**src/hdl/hfq_pkg.sv**
```systemverilog
// ----------------------------------------------------------------------------
// hfq_pkg: shared types, codes and helpers for the heading fix qualifier
// Holds the transaction, result, state and register types, the opcode and
// reason codes, and the small time-check functions.
// ----------------------------------------------------------------------------
package hfq_pkg;

    localparam int TICK_W = 32;

    // Highest receiver status the minimum-status register may ask for
    localparam logic [1:0] STATUS_CEILING = 2'd2;

    typedef enum logic [1:0] {
        OP_STATUS  = 2'd0,
        OP_HEADING = 2'd1,
        OP_QUERY   = 2'd2,
        OP_CHECK   = 2'd3
    } op_t;

    typedef enum logic [2:0] {
        RSN_OK         = 3'd0,
        RSN_STATUS_NEG = 3'd1,
        RSN_STATUS_LOW = 3'd2,
        RSN_NONE       = 3'd3,
        RSN_INVALID    = 3'd4,
        RSN_STALE      = 3'd5,
        RSN_HOLDOFF    = 3'd6
    } reason_t;

    typedef enum logic [1:0] {
        CFG_MIN_STATUS = 2'd0,
        CFG_HOLDOFF    = 2'd1,
        CFG_MAX_AGE    = 2'd2
    } cfg_idx_t;

    typedef struct packed {
        op_t                opcode;
        logic signed [3:0]  gnss_status;
        logic [TICK_W-1:0]  stamp_time;
        logic               stamp_ok;
        logic [TICK_W-1:0]  now_time;
        logic               now_ok;
        logic signed [15:0] yaw_angle;
        logic [15:0]        yaw_variance;
        logic               heading_ok;
    } item_t;

    typedef struct packed {
        logic [1:0]        good_status;
        logic [TICK_W-1:0] holdoff;
        logic [TICK_W-1:0] max_age;
    } cfg_t;

    typedef struct packed {
        logic signed [3:0]  last_status;
        logic [TICK_W-1:0]  holdoff_end;
        logic               have_heading;
        logic signed [15:0] kept_yaw;
        logic [15:0]        kept_variance;
        logic [TICK_W-1:0]  kept_stamp;
    } state_t;

    typedef struct packed {
        logic               usable;
        reason_t            reason;
        logic signed [15:0] out_yaw;
        logic [15:0]        out_variance;
        logic [TICK_W-1:0]  out_stamp;
    } result_t;

    // Clamp the minimum-status register to the ceiling
    function automatic logic [1:0] eff_min_status(input logic [1:0] good_status);
        return (good_status > STATUS_CEILING) ? STATUS_CEILING : good_status;
    endfunction

    // Status strictly below the effective minimum (signed compare)
    function automatic logic status_below(input logic signed [3:0] status,
                                          input logic [1:0] good_status);
        logic signed [3:0] m;
        m = $signed({2'b00, eff_min_status(good_status)});
        return status < m;
    endfunction

    // Absolute gap between two times within the age limit; zero limit passes
    function automatic logic age_ok(input logic [TICK_W-1:0] now,
                                    input logic [TICK_W-1:0] stamp,
                                    input logic [TICK_W-1:0] max_age);
        logic [TICK_W-1:0] gap;
        gap = (now >= stamp) ? (now - stamp) : (stamp - now);
        return (max_age == '0) || (gap <= max_age);
    endfunction

endpackage

```
**src/hdl/heading_fix_qualifier.sv**
```systemverilog
// ----------------------------------------------------------------------------
// heading_fix_qualifier: satellite heading fix qualifier
// Flow: an accepted transaction is captured in the input register, qualified
//   combinationally, and committed to the state as it leaves that register.
// Throughput: one transaction per cycle unless a result waits on a full result
//   register; the input and result registers form a two-stage pipeline.
// Reset: asynchronous active low; registers return to their reset values
//   (minimum status 1, no hold-off, no age limit, status outage, no heading).
// ----------------------------------------------------------------------------
module heading_fix_qualifier (
    input  logic               clk,
    input  logic               rst_n,
    // configuration write port
    input  logic               cfg_we,
    input  logic [1:0]         cfg_index,
    input  logic [31:0]        cfg_wdata,
    // input transaction channel
    input  logic               item_valid,
    output logic               item_ready,
    input  logic [1:0]         opcode,
    input  logic signed [3:0]  gnss_status,
    input  logic [31:0]        stamp_time,
    input  logic               stamp_ok,
    input  logic [31:0]        now_time,
    input  logic               now_ok,
    input  logic signed [15:0] yaw_angle,
    input  logic [15:0]        yaw_variance,
    input  logic               heading_ok,
    // result transaction channel
    output logic               result_valid,
    input  logic               result_ready,
    output logic               usable,
    output logic [2:0]         reason_code,
    output logic signed [15:0] out_yaw,
    output logic [15:0]        out_variance,
    output logic [31:0]        out_stamp
);
    import hfq_pkg::*;

    // Stage one: registered input transaction
    logic    s1_valid_reg;
    logic    s1_valid_next;
    item_t   s1_item_reg;
    item_t   item_in;

    // Stage two: registered result
    logic    res_valid_reg;
    logic    res_valid_next;
    result_t res_reg;

    cfg_t    cfg;
    state_t  state;
    result_t eval_result;

    logic    s1_emits;
    logic    res_free;
    logic    s1_fire;
    logic    item_fire;

    assign item_in.opcode       = op_t'(opcode);
    assign item_in.gnss_status  = gnss_status;
    assign item_in.stamp_time   = stamp_time;
    assign item_in.stamp_ok     = stamp_ok;
    assign item_in.now_time     = now_time;
    assign item_in.now_ok       = now_ok;
    assign item_in.yaw_angle    = yaw_angle;
    assign item_in.yaw_variance = yaw_variance;
    assign item_in.heading_ok   = heading_ok;

    // Only queries and sample checks produce a result; status and heading
    // updates retire without touching the result register.
    assign s1_emits = (s1_item_reg.opcode == OP_QUERY) ||
                      (s1_item_reg.opcode == OP_CHECK);

    // Result register can load when empty or being drained this cycle
    assign res_free  = !res_valid_reg || result_ready;
    assign s1_fire   = s1_valid_reg && (!s1_emits || res_free);
    assign item_ready = !s1_valid_reg || s1_fire;
    assign item_fire  = item_valid && item_ready;

    always_comb
    begin
        s1_valid_next = s1_valid_reg;
        if (item_fire)
            s1_valid_next = 1'b1;
        else if (s1_fire)
            s1_valid_next = 1'b0;
    end

    always_comb
    begin
        res_valid_next = res_valid_reg;
        if (s1_fire && s1_emits)
            res_valid_next = 1'b1;
        else if (result_ready)
            res_valid_next = 1'b0;
    end

    // Hold configuration and qualifier state; commit updates as stage one retires
    hfq_state u_state (
        .clk       (clk),
        .rst_n     (rst_n),
        .cfg_we    (cfg_we),
        .cfg_index (cfg_index),
        .cfg_wdata (cfg_wdata),
        .commit    (s1_fire),
        .item      (s1_item_reg),
        .cfg       (cfg),
        .state     (state)
    );

    // Qualify against the state as it stands before this transaction commits
    hfq_eval u_eval (
        .item   (s1_item_reg),
        .cfg    (cfg),
        .state  (state),
        .result (eval_result)
    );

    always_ff @(posedge clk or negedge rst_n)
    begin
        if (!rst_n)
        begin
            s1_valid_reg  <= 1'b0;
            res_valid_reg <= 1'b0;
        end
        else
        begin
            s1_valid_reg  <= s1_valid_next;
            res_valid_reg <= res_valid_next;
        end
    end

    // Payload registers: load on advance, hold otherwise
    always_ff @(posedge clk)
    begin
        if (item_fire)
            s1_item_reg <= item_in;
        if (s1_fire && s1_emits)
            res_reg <= eval_result;
    end

    assign result_valid = res_valid_reg;
    assign usable       = res_reg.usable;
    assign reason_code  = res_reg.reason;
    assign out_yaw      = res_reg.out_yaw;
    assign out_variance = res_reg.out_variance;
    assign out_stamp    = res_reg.out_stamp;

endmodule

```
**src/hdl/hfq_state.sv**
```systemverilog
// ----------------------------------------------------------------------------
// hfq_state: configuration and qualifier state registers
// Takes register writes, and applies status and heading transactions to the
// stored status, hold-off end and kept heading when they commit.
// ----------------------------------------------------------------------------
module hfq_state (
    input  logic           clk,
    input  logic           rst_n,
    input  logic           cfg_we,
    input  logic [1:0]     cfg_index,
    input  logic [31:0]    cfg_wdata,
    input  logic           commit,
    input  hfq_pkg::item_t item,
    output hfq_pkg::cfg_t  cfg,
    output hfq_pkg::state_t state
);
    import hfq_pkg::*;

    cfg_t   cfg_reg;
    cfg_t   cfg_next;
    state_t state_reg;
    state_t state_next;

    logic [TICK_W:0] end_sum;

    assign end_sum = {1'b0, item.stamp_time} + {1'b0, cfg_reg.holdoff};

    always_comb
    begin
        cfg_next = cfg_reg;
        if (cfg_we)
        begin
            case (cfg_idx_t'(cfg_index))
                CFG_MIN_STATUS: cfg_next.good_status = cfg_wdata[1:0];
                CFG_HOLDOFF:    cfg_next.holdoff     = cfg_wdata;
                CFG_MAX_AGE:    cfg_next.max_age     = cfg_wdata;
                default:        cfg_next = cfg_reg;
            endcase
        end
    end

    always_comb
    begin
        state_next = state_reg;
        if (commit)
        begin
            case (item.opcode)
                OP_STATUS:
                begin
                    state_next.last_status = item.gnss_status;
                    if (item.gnss_status < 0)
                        state_next.have_heading = 1'b0;
                    else if (cfg_reg.holdoff != '0 && item.stamp_ok &&
                             status_below(state_reg.last_status, cfg_reg.good_status) &&
                             !status_below(item.gnss_status, cfg_reg.good_status))
                        state_next.holdoff_end = end_sum[TICK_W] ? '1 : end_sum[TICK_W-1:0];
                end
                OP_HEADING:
                begin
                    if (item.heading_ok && item.yaw_variance != '0 && item.stamp_ok)
                    begin
                        state_next.have_heading  = 1'b1;
                        state_next.kept_yaw      = item.yaw_angle;
                        state_next.kept_variance = item.yaw_variance;
                        state_next.kept_stamp    = item.stamp_time;
                    end
                end
                default: state_next = state_reg;
            endcase
        end
    end

    always_ff @(posedge clk or negedge rst_n)
    begin
        if (!rst_n)
        begin
            cfg_reg.good_status <= 2'd1;
            cfg_reg.holdoff     <= '0;
            cfg_reg.max_age     <= '0;
            state_reg.last_status   <= -4'sd8;
            state_reg.holdoff_end   <= '0;
            state_reg.have_heading  <= 1'b0;
            state_reg.kept_yaw      <= '0;
            state_reg.kept_variance <= '0;
            state_reg.kept_stamp    <= '0;
        end
        else
        begin
            cfg_reg   <= cfg_next;
            state_reg <= state_next;
        end
    end

    assign cfg   = cfg_reg;
    assign state = state_reg;

endmodule

```
**src/hdl/hfq_eval.sv**
```systemverilog
// ----------------------------------------------------------------------------
// hfq_eval: heading qualification checks
// Runs the status, presence, validity, age and hold-off checks for a query
// or sample-check transaction; the first failing check sets the reason.
// ----------------------------------------------------------------------------
module hfq_eval (
    input  hfq_pkg::item_t   item,
    input  hfq_pkg::cfg_t    cfg,
    input  hfq_pkg::state_t  state,
    output hfq_pkg::result_t result
);
    import hfq_pkg::*;

    reason_t           reason;
    logic              give_stored;
    logic [TICK_W-1:0] ref_stamp;
    logic              held;

    // Stored query ages the kept stamp, sample check ages the supplied one
    assign ref_stamp = (item.opcode == OP_QUERY) ? state.kept_stamp : item.stamp_time;
    assign held = (cfg.holdoff != '0) &&
                  ((item.now_time < state.holdoff_end) || (ref_stamp < state.holdoff_end));

    always_comb
    begin
        give_stored = 1'b0;
        if (state.last_status < 0)
            reason = RSN_STATUS_NEG;
        else if (status_below(state.last_status, cfg.good_status))
            reason = RSN_STATUS_LOW;
        else if (item.opcode == OP_QUERY)
        begin
            if (!state.have_heading)
                reason = RSN_NONE;
            else if (state.kept_variance == '0)
                reason = RSN_INVALID;
            else if (!item.now_ok || !age_ok(item.now_time, ref_stamp, cfg.max_age))
                reason = RSN_STALE;
            else if (held)
                reason = RSN_HOLDOFF;
            else
            begin
                reason      = RSN_OK;
                give_stored = 1'b1;
            end
        end
        else
        begin
            if (!item.heading_ok || item.yaw_variance == '0 || !item.stamp_ok ||
                !item.now_ok)
                reason = RSN_INVALID;
            else if (!age_ok(item.now_time, ref_stamp, cfg.max_age))
                reason = RSN_STALE;
            else if (held)
                reason = RSN_HOLDOFF;
            else
                reason = RSN_OK;
        end
    end

    always_comb
    begin
        result.usable       = (reason == RSN_OK);
        result.reason       = reason;
        result.out_yaw      = give_stored ? state.kept_yaw      : '0;
        result.out_variance = give_stored ? state.kept_variance : '0;
        result.out_stamp    = give_stored ? state.kept_stamp    : '0;
    end

endmodule

```
**config.mk**
```make
export PLATFORM = sky130hd
export DESIGN_NAME = heading_fix_qualifier
export DESIGN_NICKNAME = d
export VERILOG_FILES = /design/src/hdl/hfq_pkg.sv /design/src/hdl/heading_fix_qualifier.sv /design/src/hdl/hfq_state.sv /design/src/hdl/hfq_eval.sv
export SDC_FILE = /design/constraint.sdc
export NUM_CORES = 1
export LEC_CHECK = 0
export BUFFER_PORTS_ARGS = -buffer_cell sky130_fd_sc_hd__buf_2
export CORE_MARGIN = 10
export CORE_UTILIZATION = 53
export CTS_BUF_LIST = sky130_fd_sc_hd__clkbuf_4 sky130_fd_sc_hd__clkbuf_8
export DETAILED_ROUTE_END_ITERATION = 10
export PLACE_DENSITY = 0.73
export SETUP_SLACK_MARGIN = 0.1
export SLEW_MARGIN = 30
export SYNTH_ARGS = -nofsm -noshare
export SYNTH_HDL_FRONTEND = slang
export SYNTH_SLANG_ARGS = --single-unit
```
**constraint.sdc**
```tcl
create_clock -name clk -period 7.25 [get_ports clk]
set_input_delay 0.725 -clock clk [delete_from_list [all_inputs] [get_ports clk]]
set_output_delay 0.725 -clock clk [all_outputs]
set_load 0.01 [all_outputs]
```
---- After elaboration in Yosys (flattened, before gate mapping) ----
Index checks and enable logic that the tools add are counted.
operators by class
  muxes and demuxes ....................... 27
  shifts and indexed selects .............. 0
  reductions and logical operators ........ 45
  bitwise gates (word level) .............. 1
  magnitude comparators ................... 9
  equality and inequality tests ........... 7
  $add $sub $neg .......................... 3
  divide/modulo/power cells ............... 0
  multipliers ............................. 0
operators by type and width
  kind                  number
  $mux W32              3
  $mux W65              1
  $lt A32 B32 Y1        2
  $sub A32 B32 Y32      2
  $add A32 B32 Y33      1
  $ge A32 B32 Y1        1
  $le A32 B32 Y1        1
  $logic_not A16 Y1     2
  $logic_not A32 Y1     1
  $reduce_bool A32 Y1   1
  $mux W3               9
  $reduce_bool A16 Y1   1
  $mux W1               12
  $logic_or A1 B1 Y1    10
  $logic_and A1 B1 Y1   9
  $logic_not A1 Y1      8
  $lt A4 B1 Y1 const B  2
  $lt A4 B3 Y1          2
  $reduce_and A2 Y1     4
  $reduce_and A4 Y1     2
  $eq A2 B2 Y1 const B  3
  $reduce_bool A2 Y1    3
  $eq A2 B1 Y1 const B  2
  $logic_not A2 Y1      2
  other kinds (7)       8
storage, ports and cells
  output and inout port bits .............. 70
  bits in read-only memories .............. 0
  memory bits (writable) .................. 0
  bits in latches ......................... 0
  register bits after elaboration ......... 342
  memories kept ........................... 0
  bits of input ports ..................... 144

---- Logic depth before layout (Yosys ltp) ----
Gate-level depths: netlist of run 1.
  depth after elaboration ................. 15
  mapped depth ............................ 31
  mapped depth without buffers ............ 25

---- By module ----
From an unflattened synthesis of run 1, not the netlist that was laid out.
second synthesis, totals
  cell total of the unflattened synthesis .. 1874
  area, all modules ....................... 20611.0 sq um
by module, submodules not included
  module                 cells an instance  times used  area each (sq um)  seq. area each (sq um)
  hfq_state              625                1           7997.7             4181.5
  hfq_eval               1066               1           7297.0             0.0
  heading_fix_qualifier  183                1           5316.3             5245.0

---- Worst setup path after synthesis of run 1 ----
No wires, ideal clock.
  path type ............................... reg2reg
  start point ............................. reg s1_item_reg[104] in the netlist's numbering
  end point ............................... reg res_reg (netlist bit out_variance[11]), data pin
  stages on the path, launching flop included .. 31
  clock period less this slack ............ 5.702 ns
  setup time .............................. 0.131 ns
  path buffers ............................ 7
  data arrival time ....................... 5.571 ns
  slack ................................... 1.548 ns
  cells stage by stage .................... edfxtp_1 > nand2b_1 > buf_2 > clkbuf_1 > mux2i_1 > inv_1 > ha_1 > clkbuf_1 > a21o_1 > a21o_1 > a21oi_1 > o31ai_1 > nor3_4 > buf_6 > buf_6 > or3b_2 > o21ai_0 > xnor2_1 > ha_1 > nand4_1 > nor2_1 > and4_1 > o21ai_0 > o211ai_1 > a221oi_1 > o21ai_0 > o21ai_1 > nor4bb_2 > buf_6 > buf_6 > and2_1
between the ends
  word-level cells in the longest chain between the ends .. 14
  elaborated cells on any way between the ends .. 20
  those cells by class .................... 2 x add/sub; 3 x order compare; 1 x eq/ne; 9 x mux; 5 x reduce/logical
RTL lines
  what                                                       line                            text
  start, declared                                            heading_fix_qualifier.sv:43     item_t s1_item_reg;
  start signal, assigned                                     heading_fix_qualifier.sv:138    s1_item_reg <= item_in;
  $eq A2 B2 Y1 (*)                                           hfq_eval.sv:20, hfq_eval.sv:31
  $mux W32                                                   hfq_eval.sv:20                  assign ref_stamp = (item.opcode == OP_QUERY) ? state.kept_stamp : item.stamp_time;
  $sub A32 B32 Y32 / $ge A32 B32 Y1 (equally long branches)  hfq_pkg.sv:89                   gap = (now >= stamp) ? (now - stamp) : (stamp - now);
  $mux W32                                                   hfq_pkg.sv:89
  $le A32 B32 Y1                                             hfq_pkg.sv:90                   return (max_age == '0) || (gap <= max_age);
  $logic_or A1 B1 Y1                                         hfq_pkg.sv:90
  $logic_not A1 Y1                                           --
  $logic_or A1 B1 Y1                                         hfq_eval.sv:37                  else if (!item.now_ok || !age_ok(item.now_time, ref_stamp, cfg.max_age))
  $mux W1                                                    hfq_eval.sv:37
  $mux W1                                                    hfq_eval.sv:35                  else if (state.kept_variance == '0)
  $mux W1                                                    hfq_eval.sv:33                  if (!state.have_heading)
  $mux W1 (*)                                                hfq_eval.sv:31                  else if (item.opcode == OP_QUERY)
  $mux W1 (*)                                                hfq_eval.sv:29                  else if (status_below(state.last_status, cfg.good_status))
  $mux W1 (*)                                                hfq_eval.sv:27                  if (state.last_status < 0)
  end signal, assigned                                       heading_fix_qualifier.sv:140    res_reg <= eval_result;
  end, declared                                              heading_fix_qualifier.sv:49     result_t res_reg;
Mark *: on every way between the ends. The rest lies on a longest branch, timed or not.
A chain may end at the register's enable or synchronous reset.

---- Worst setup path after layout of run 1 ----
  start point ............................. reg s1_item_reg[104] in the netlist's numbering
  end point ............................... reg res_reg (netlist bit out_yaw[6]), data pin
The elaborated chain is that of the path after synthesis.

==> summary by stage, run 1 <==
STA
In the finished design, the share of the clock period the worst path needs comes to 93.0%. The setup TNS is 0 ps. Setup slack closes at 504 ps. The worst pin sits at a relative slew slack of 29.4%.

The maximum frequency from static timing analysis is 148 MHz. The count of endpoints failing hold in the final timing report is 0. The final number of max-transition violations is 0. The slew at the pin with the worst max-slew slack is 1050 ps. Setup repair after global routing left no endpoint under its margin. On the final layout, the worst hold slack is 149 ps. The worst path needs 6750 ps of the cycle, external delays included. Setup violations remaining at the end of the flow were counted as 0.

The worst clock skew on the final layout is 38.8 ps.

Logic synthesis
Sorting the synthesized cells by area gives the leading types as edfxtp_1 26%, dfrtp_1 21%, ha_1 12%. The cell type with the highest aggregate area in the netlist is edfxtp_1. Of all flip-flops after synthesis, the portion carrying an async set or reset was 49.4%. Counting flops and latches in the post-synthesis netlist gives 342. For this run, the register share of the synthesized area comes to 47.2%. The distinct cell type count of the synthesized netlist is 85. The average instance area after synthesis is 10.9 sq um.

The primary flip-flop cell chosen by synthesis mapping is edfxtp_1. The total standard cell area after synthesis is 20000 sq um. The portion of synthesized cell area occupied by the leading cell type is 26.0%. The synthesized design contains 173 enable-type register cells. Yosys printed 0 warnings. Synthesis produced a netlist with a net count of 2164. The synthesized instance count is 1828.

Clocking
The clock latency on the worst-skew pair is 670 ps. The number of buffers inserted during clock tree synthesis is 57. The hold buffer count at CTS is 0. Clock-pin slew was measured on the worst setup and hold paths at 60 ps. The TritonCTS clock tree is done.

The buffer levels on the longest clock path is 3. The sink count of the clock tree is 342. The clock tree synthesis step divided the H-tree into 2 levels.

In this run the clock root is driven by a clkbuf_8.

Power and ir drop
In this run the power density over the cells is 283 nW/um^2. The combinational cell fraction of total power is 32.1%. The net switching power is 2.22 mW.

The internal power is 4.27 mW. In this run the static leakage power is 10.6 nW. Per report_power, the clock group accounts for 27.7% of the total. IR analysis of the VDD net gives a maximum drop of 0.160 mV. The register share of total power is 40.2%. Of the total power, the share spent switching nets is 34.2%.

Job
Max-cap violations in this run came to 0.

Global routing
For this run, the total global-route usage over all layers was measured as 24.7%. The number of global-route vias before repair is 15400. The initial antenna violation count is 4. The global-route wire length before repair is 88800 um. The overflow left after global routing is 0. The maximum number of pins on one net before global-route repair is 110.

Routing
In the routed design, unresolved DRC markers number 0. The first routing iteration left 1045 violations. The detailed-route wire length is 58200 um. The detailed-route vias per instance is 5.71. The detail route stage leaves a number of antenna-violating nets equal to 0. The routed layout has 15000 vias. The number of search-and-repair iterations in the first detailed-routing pass is 5. In the final routed layout, each cell accounts on average for 22.1 um.

Die
The count of pins on the block boundary is 214. The die outline width is 214 um. In this run the standard cell core region covers 37400 sq um. The initial core utilization is 53.4%. The height of the chip is 214 um. The die covers 45800 sq um. The floorplan row count is 71.

Worst setup path
Measured in cells, the most critical reg-to-reg path has a length of 26. For the worst setup path, the data arrival time is 7260 ps. For the worst setup path, the data required time is 7770 ps. The setup slack of the worst register-to-register path is 500 ps. The beginning of the critical path is s1_item_reg[104]$_DFFE_PP_. The startpoint type of the worst setup path is a flop. The worst setup path is captured at a flop. In this run the worst setup path terminates at out_yaw[6]$_SDFFCE_PN0P_.

The critical-path cell with the highest stage delay is edfxtp_1. The largest stage delay on the critical path is 510 ps. The critical path class is reg2reg.

The startpoint identified for the worst register-to-register timing path is s1_item_reg[104]$_DFFE_PP_. The endpoint of the worst-slack reg-to-reg timing path is out_yaw[6]$_SDFFCE_PN0P_. The highest fanout seen on the critical path is 37.

Min path
The worst hold path belongs to the class in2async.

Placement
Buffers placed on the I/O ports in this run total 213. In this run the cell area measured after placement is 21600 sq um. The final weighted congestion in routability-driven placement is 0.945. The placement-stage worst setup slack is 484 ps. Detailed placement finished with a half-perimeter wire length of 45600 um.

Layout
Registers take 9430 sq um. After routing the design area is 22900 sq um. The most common library cell in the layout ignoring fill and taps is buf_2.

Relative to the synthesized area, the layout overhead comes to 14.6%. Counting the fill cells in the layout gives 3108. Of the cells placed in the final design, the portion with a size suffix greater than 1 is 24.2%. The flip-flop count of the largest register after layout is 105. The footprint of the multi-input gates is 9650 sq um. In the layout the commonest cells are 212 x buf_2, 189 x ha_1, 173 x edfxtp_1, 167 x dfrtp_1, 162 x inv_1. The number of nets in the layout is 2400.

Run status
The flow ran to the end, and the final reports show no timing, DRC or antenna violations.
==> critical path, delay by kind of cell (launching register included) <==
family                     cells  cell delay (ps)
xor gates and xnor gates       1              320
muxes                          2              770
DFF                            1              510
and+or+nand+nor               10             2390
buffers and inverters          5              890
adders and majority gates      2              730
AOI/OAI and AO/OA              6              960
==> area by class of cell <==
| type | count | area share (%) |
|---|---|---|
| sequential | 342 | 41.2 |
| multi-input combinational | 1262 | 42.2 |
| clock inverter | 19 | 0.591 |
| inverter | 163 | 2.67 |
| antenna | 4 | 0.0437 |
| timing repair buffer | 238 | 5.79 |
| tap | 511 | 2.79 |
| clock buffer | 88 | 4.72 |
==> power groups by stage <==
stage	combinational [mW]	clock [mW]	sequential (mW)
4_1_cts	2.06	1.83	2.60
3_3_place_gp	1.99	0	2.63
5_1_grt	2.33	1.93	2.64
2_1_floorplan	1.48	0	2.55
6_report	2.08	1.80	2.61
3_5_place_dp	2.05	0	2.64
==> worst min path at each step <==
stage / from / cells after the start / slack [ps] / to
4_1_cts: rst_n / 1 / 150 / u_state.state[50]$_DFFE_PN0P_
2_1_floorplan: rst_n / 0 / 430 / result_valid$_DFFE_PN0P_
5_1_grt: rst_n / 1 / 180 / u_state.state[28]$_DFFE_PN0P_
3_5_place_dp: s1_item_reg[31]$_DFFE_PP_ / 1 / 470 / u_state.state[62]$_DFFE_PN0P_
6_report: rst_n / 1 / 150 / u_state.state[53]$_DFFE_PN0P_
3_3_place_gp: s1_item_reg[21]$_DFFE_PP_ / 1 / 460 / u_state.state[52]$_DFFE_PN0P_
==> cells by family (layout without fill, tap and decap cells) <==
group	after synthesis	count (layout)	synth area share, %
compound gates	425	425	13.8
xor+xnor	53	53	2.32
fa+ha+maj	192	192	12.1
buf+inv	224	508	4.64
flops	342	342	47.2
mux	155	155	8.63
other cells	0	4	0
simple gates	437	437	11.3
==> cell usage after synthesis, types with 23 or more instances <==
cell,count
clkbuf_1,35
edfxtp_1,173
o21bai_1,29
mux2_2,133
nor4_1,25
and2_1,65
nand4_1,38
xor2_1,23
dfrtp_1,167
nand2_1,121
xnor2_1,30
o21ai_0,74
inv_1,162
a21o_1,56
nor2_1,92
a21oi_1,151
ha_1,189
==> routing by layer <==
metal | share of wire (%) | GRT usage [%] | vias to the layer above
met5 | 0 | 0 | -
met2 | 48 | 40.8 | 475
met3 | 5.5 | 3.79 | 127
met4 | 4.5 | 12.1 | 0
li1 | - | - | 7077
met1 | 42 | 31.2 | 7310
==> what timing repair did <==
| action | CTS | global route |
|---|---|---|
| buffers inserted | 0 | 1 |
| resized for setup | 0 | 3 |
| hold endpoints to repair | 0 | 0 |
| setup endpoints to repair | 0 | 65 |
==> stage by stage <==
stage	cells	total power, mW	utilization, %
finish	2627	6.49	61.2
global route	2627	6.89	61.2
CTS	2621	6.50	61.0
detailed placement	2514	4.68	57.8
global placement	2514	4.62	57.8
floorplan	1828	4.03	-
Power figures use the tool's default switching activity.
==> run 2: changes to the inputs <==
--- a/config.mk
+++ b/config.mk
@@ -6,11 +6,13 @@
 export NUM_CORES = 1
 export LEC_CHECK = 0
 export BUFFER_PORTS_ARGS = -buffer_cell sky130_fd_sc_hd__buf_2
+export CELL_PAD_IN_SITES_DETAIL_PLACEMENT = 1
+export CELL_PAD_IN_SITES_GLOBAL_PLACEMENT = 1
 export CORE_MARGIN = 10
-export CORE_UTILIZATION = 53
+export CORE_UTILIZATION = 49
 export CTS_BUF_LIST = sky130_fd_sc_hd__clkbuf_4 sky130_fd_sc_hd__clkbuf_8
 export DETAILED_ROUTE_END_ITERATION = 10
-export PLACE_DENSITY = 0.73
+export PLACE_DENSITY_LB_ADDON = 0.1
 export SETUP_SLACK_MARGIN = 0.1
 export SLEW_MARGIN = 30
 export SYNTH_ARGS = -nofsm -noshare
==> run 2 against run 1 <==
- via count increased by 2.4%
- total power increased by 3.5%
- combinational power increased by 7%
- die area increased by 7.4%
- register-to-register slack improved by 70 ps
- wire length increased by 14%
- non-clock buffer count increased by 28
- hold slack improved by 16 ps
- core utilization decreased by 3.3 points
- sequential power about the same
- final cell count increased by 1.5%
==> summary by stage, run 2 (same netlist as run 1, synthesis figures left out) <==
Run status
The run finished with clean final reports.

STA
The count of endpoints failing hold in the final timing report is 0. At the pin with the least slew margin, the transition time is 858 ps. Setup repair after global routing left no endpoint under its margin.

Setup slack closes at 573 ps. Dividing the final minimum period by the clock period gives 92.1%. Setup violations remaining at the end of the flow were counted as 0. Timing would allow up to 150 MHz. The worst hold margin is 165 ps. The final number of max-transition violations is 0.

For the finished layout, the period the worst path requires is 6680 ps. The worst clock skew on the final layout is 35.9 ps. The worst slew margin relative to its limit is 42.8%. The setup TNS is 0 ps.

Global routing
The number of global-route vias before repair is 16700. The total global routing track utilization is 26.4%. The initial antenna violation count was 2. The first global-routing pass estimated 101000 um of wire. Global routing finished with a remaining overflow of 0. The maximum number of pins on one net before global-route repair is 96.

Worst setup path
The count of buffer and inverter cells on the critical path is 5. Grouping stages by cell kind, the critical path spends the most delay in compound AO/OA/AOI/OAI gates. For the worst setup path, the data arrival time is 7180 ps. By instance count, the cell type seen most on the critical path is buf_4.

The critical path is of the reg2reg type. The startpoint type of the worst setup path is a flop. The slowest stage of the critical path belongs to the cell nor4bb_4.

In this run the worst path has a maximum fanout of 48. STA classifies the critical path endpoint as a flop. The largest stage delay on the critical path is 460 ps.

STA puts the critical path data required time at 7760 ps.

Layout
The post-layout utilization of the core is 57.9%. The register with the most flip-flops in the layout has 105 of them. The final layout contains 2429 nets. Of the cells placed in the final design, the portion with a size suffix greater than 1 is 25.4%. In the layout the commonest cells are 212 x buf_2, 189 x ha_1, 173 x edfxtp_1, 167 x dfrtp_1, 162 x inv_1.

Compared with the post-synthesis result, the final layout area differs by 15.9%. The most common library cell in the layout ignoring fill and taps is buf_2.

Clocking
The maximum level of the CTS H-tree is 2. The clock latency on the worst-skew pair is 670 ps. The hold buffer count at CTS is 0.

The longest clock path from root to sink contains 3 buffers. The number of buffers inserted during clock tree synthesis is 58. TritonCTS built the clock tree.

After clock tree synthesis, the clock-pin slew on the worst setup and hold paths is 60 ps. The clock tree root driver cell is clkbuf_8. Counting every sink on the clock net gives 342.

Die
The floorplan step set the die height to 222 um. The die covers 49200 sq um. The count of pins on the block boundary is 214. The initial core utilization is 49.9%. The core region is 40000 sq um.

The floorplan row count is 73. The die outline width is 222 um.

Routing
Once detail routing completed, the nets flagged for antenna violations numbered 0. The number of search-and-repair iterations in the first detailed-routing pass is 5. The final routed DRC violation total is 0. The detailed router placed 15400 vias in this run. The wire length per cell is 24.9 um. The detailed-route wire length is 66300 um. The number of DRC markers after the initial detailed-route iteration is 988. The detailed-route vias per instance is 5.76.

Placement
In this run the tool buffered the top-level ports with 213 buffer cells. Prior to clock tree synthesis, the placed netlist has a worst setup slack of 259 ps. At the end of routability-driven placement, the weighted congestion stood at 0.885. The HPWL reported at the end of detailed placement is 52200 um.

Power and ir drop
In this run the power density over the cells is 290 nW/um^2. The leakage component of the power is 10.7 nW. The worst-case IR drop observed on VDD is 0.222 mV.

Min path
The kind of path behind the tightest hold check is in2async.

Job
Max-cap violations in this run came to 0.
==> run 2: cell types whose count changed in the layout (fill, tap and decap cells not counted), moves of 2 or more <==
cell / before / now
buf_4: 20 / 47
clkbuf_4: 21 / 17
clkbuf_8: 67 / 65
clkinv_1: 8 / 6
bufinv_16: 1 / 3
diode_2: 4 / 1
clkinv_2: 7 / 12
==> run 2: cell type report <==
class	instances	area [sq um]
clock inverter	26	229
antenna	1	2.50
clock buffer	81	1010
multi-input combinational	1262	9670
fill	4377	16900
tap	525	657
timing repair buffer	266	1540
inverter	163	612
sequential	342	9430
==> run 2: path summary, 6_finish.rpt <==
check	startpoint	endpoint	slack (ps)	cells past startpoint
worst max-delay path	s1_item_reg[103]$_DFFE_PP_	out_variance[3]$_SDFFCE_PN0P_	570	28
worst min-delay path	rst_n	u_state.state[63]$_DFFE_PN0P_	160	1
worst max register to register	s1_item_reg[103]$_DFFE_PP_	out_variance[3]$_SDFFCE_PN0P_	570	28
worst min register to register	s1_item_reg[22]$_DFFE_PP_	u_state.state[53]$_DFFE_PN0P_	480	1
max in group asynchronous	rst_n	u_state.cfg[18]$_DFFE_PN0P_	5740	2
min in group clk	now_time[27]	s1_item_reg[61]$_DFFE_PP_	230	1
==> run 2: metal layers <==
layer / global-route usage, % / vias up / wire (um)
met4: 10.8 / 0 / 2780
met3: 3.73 / 129 / 2490
met2: 46.0 / 378 / 33400
li1: - / 7120 / -
met5: 0 / - / 0
met1: 32.0 / 7724 / 27700
==> run 2: repair_timing <==
| item | in CTS | in global routing |
|---|---|---|
| endpoints found under the setup margin | 0 | 67 |
| setup buffers | 0 | 2 |
| resized for setup | 0 | 3 |
==> run 2: per-stage QoR <==
step | instances | power [mW] | area (sq um)
after floorplan | 1828 | 4.03 | 20000
after global placement | 2555 | 4.73 | 21800
after detailed placement | 2555 | 4.85 | 21800
after CTS | 2662 | 6.73 | 23100
after global routing | 2666 | 7.13 | 23100
final | 2666 | 6.71 | 23100
==> run 2: where the power goes <==
group          internal, mW  switching, mW  total [mW]
logic                 0.949           1.27        2.22
registers              2.37          0.268        2.64
clock network          1.02          0.844        1.86
total                  4.33           2.38        6.71
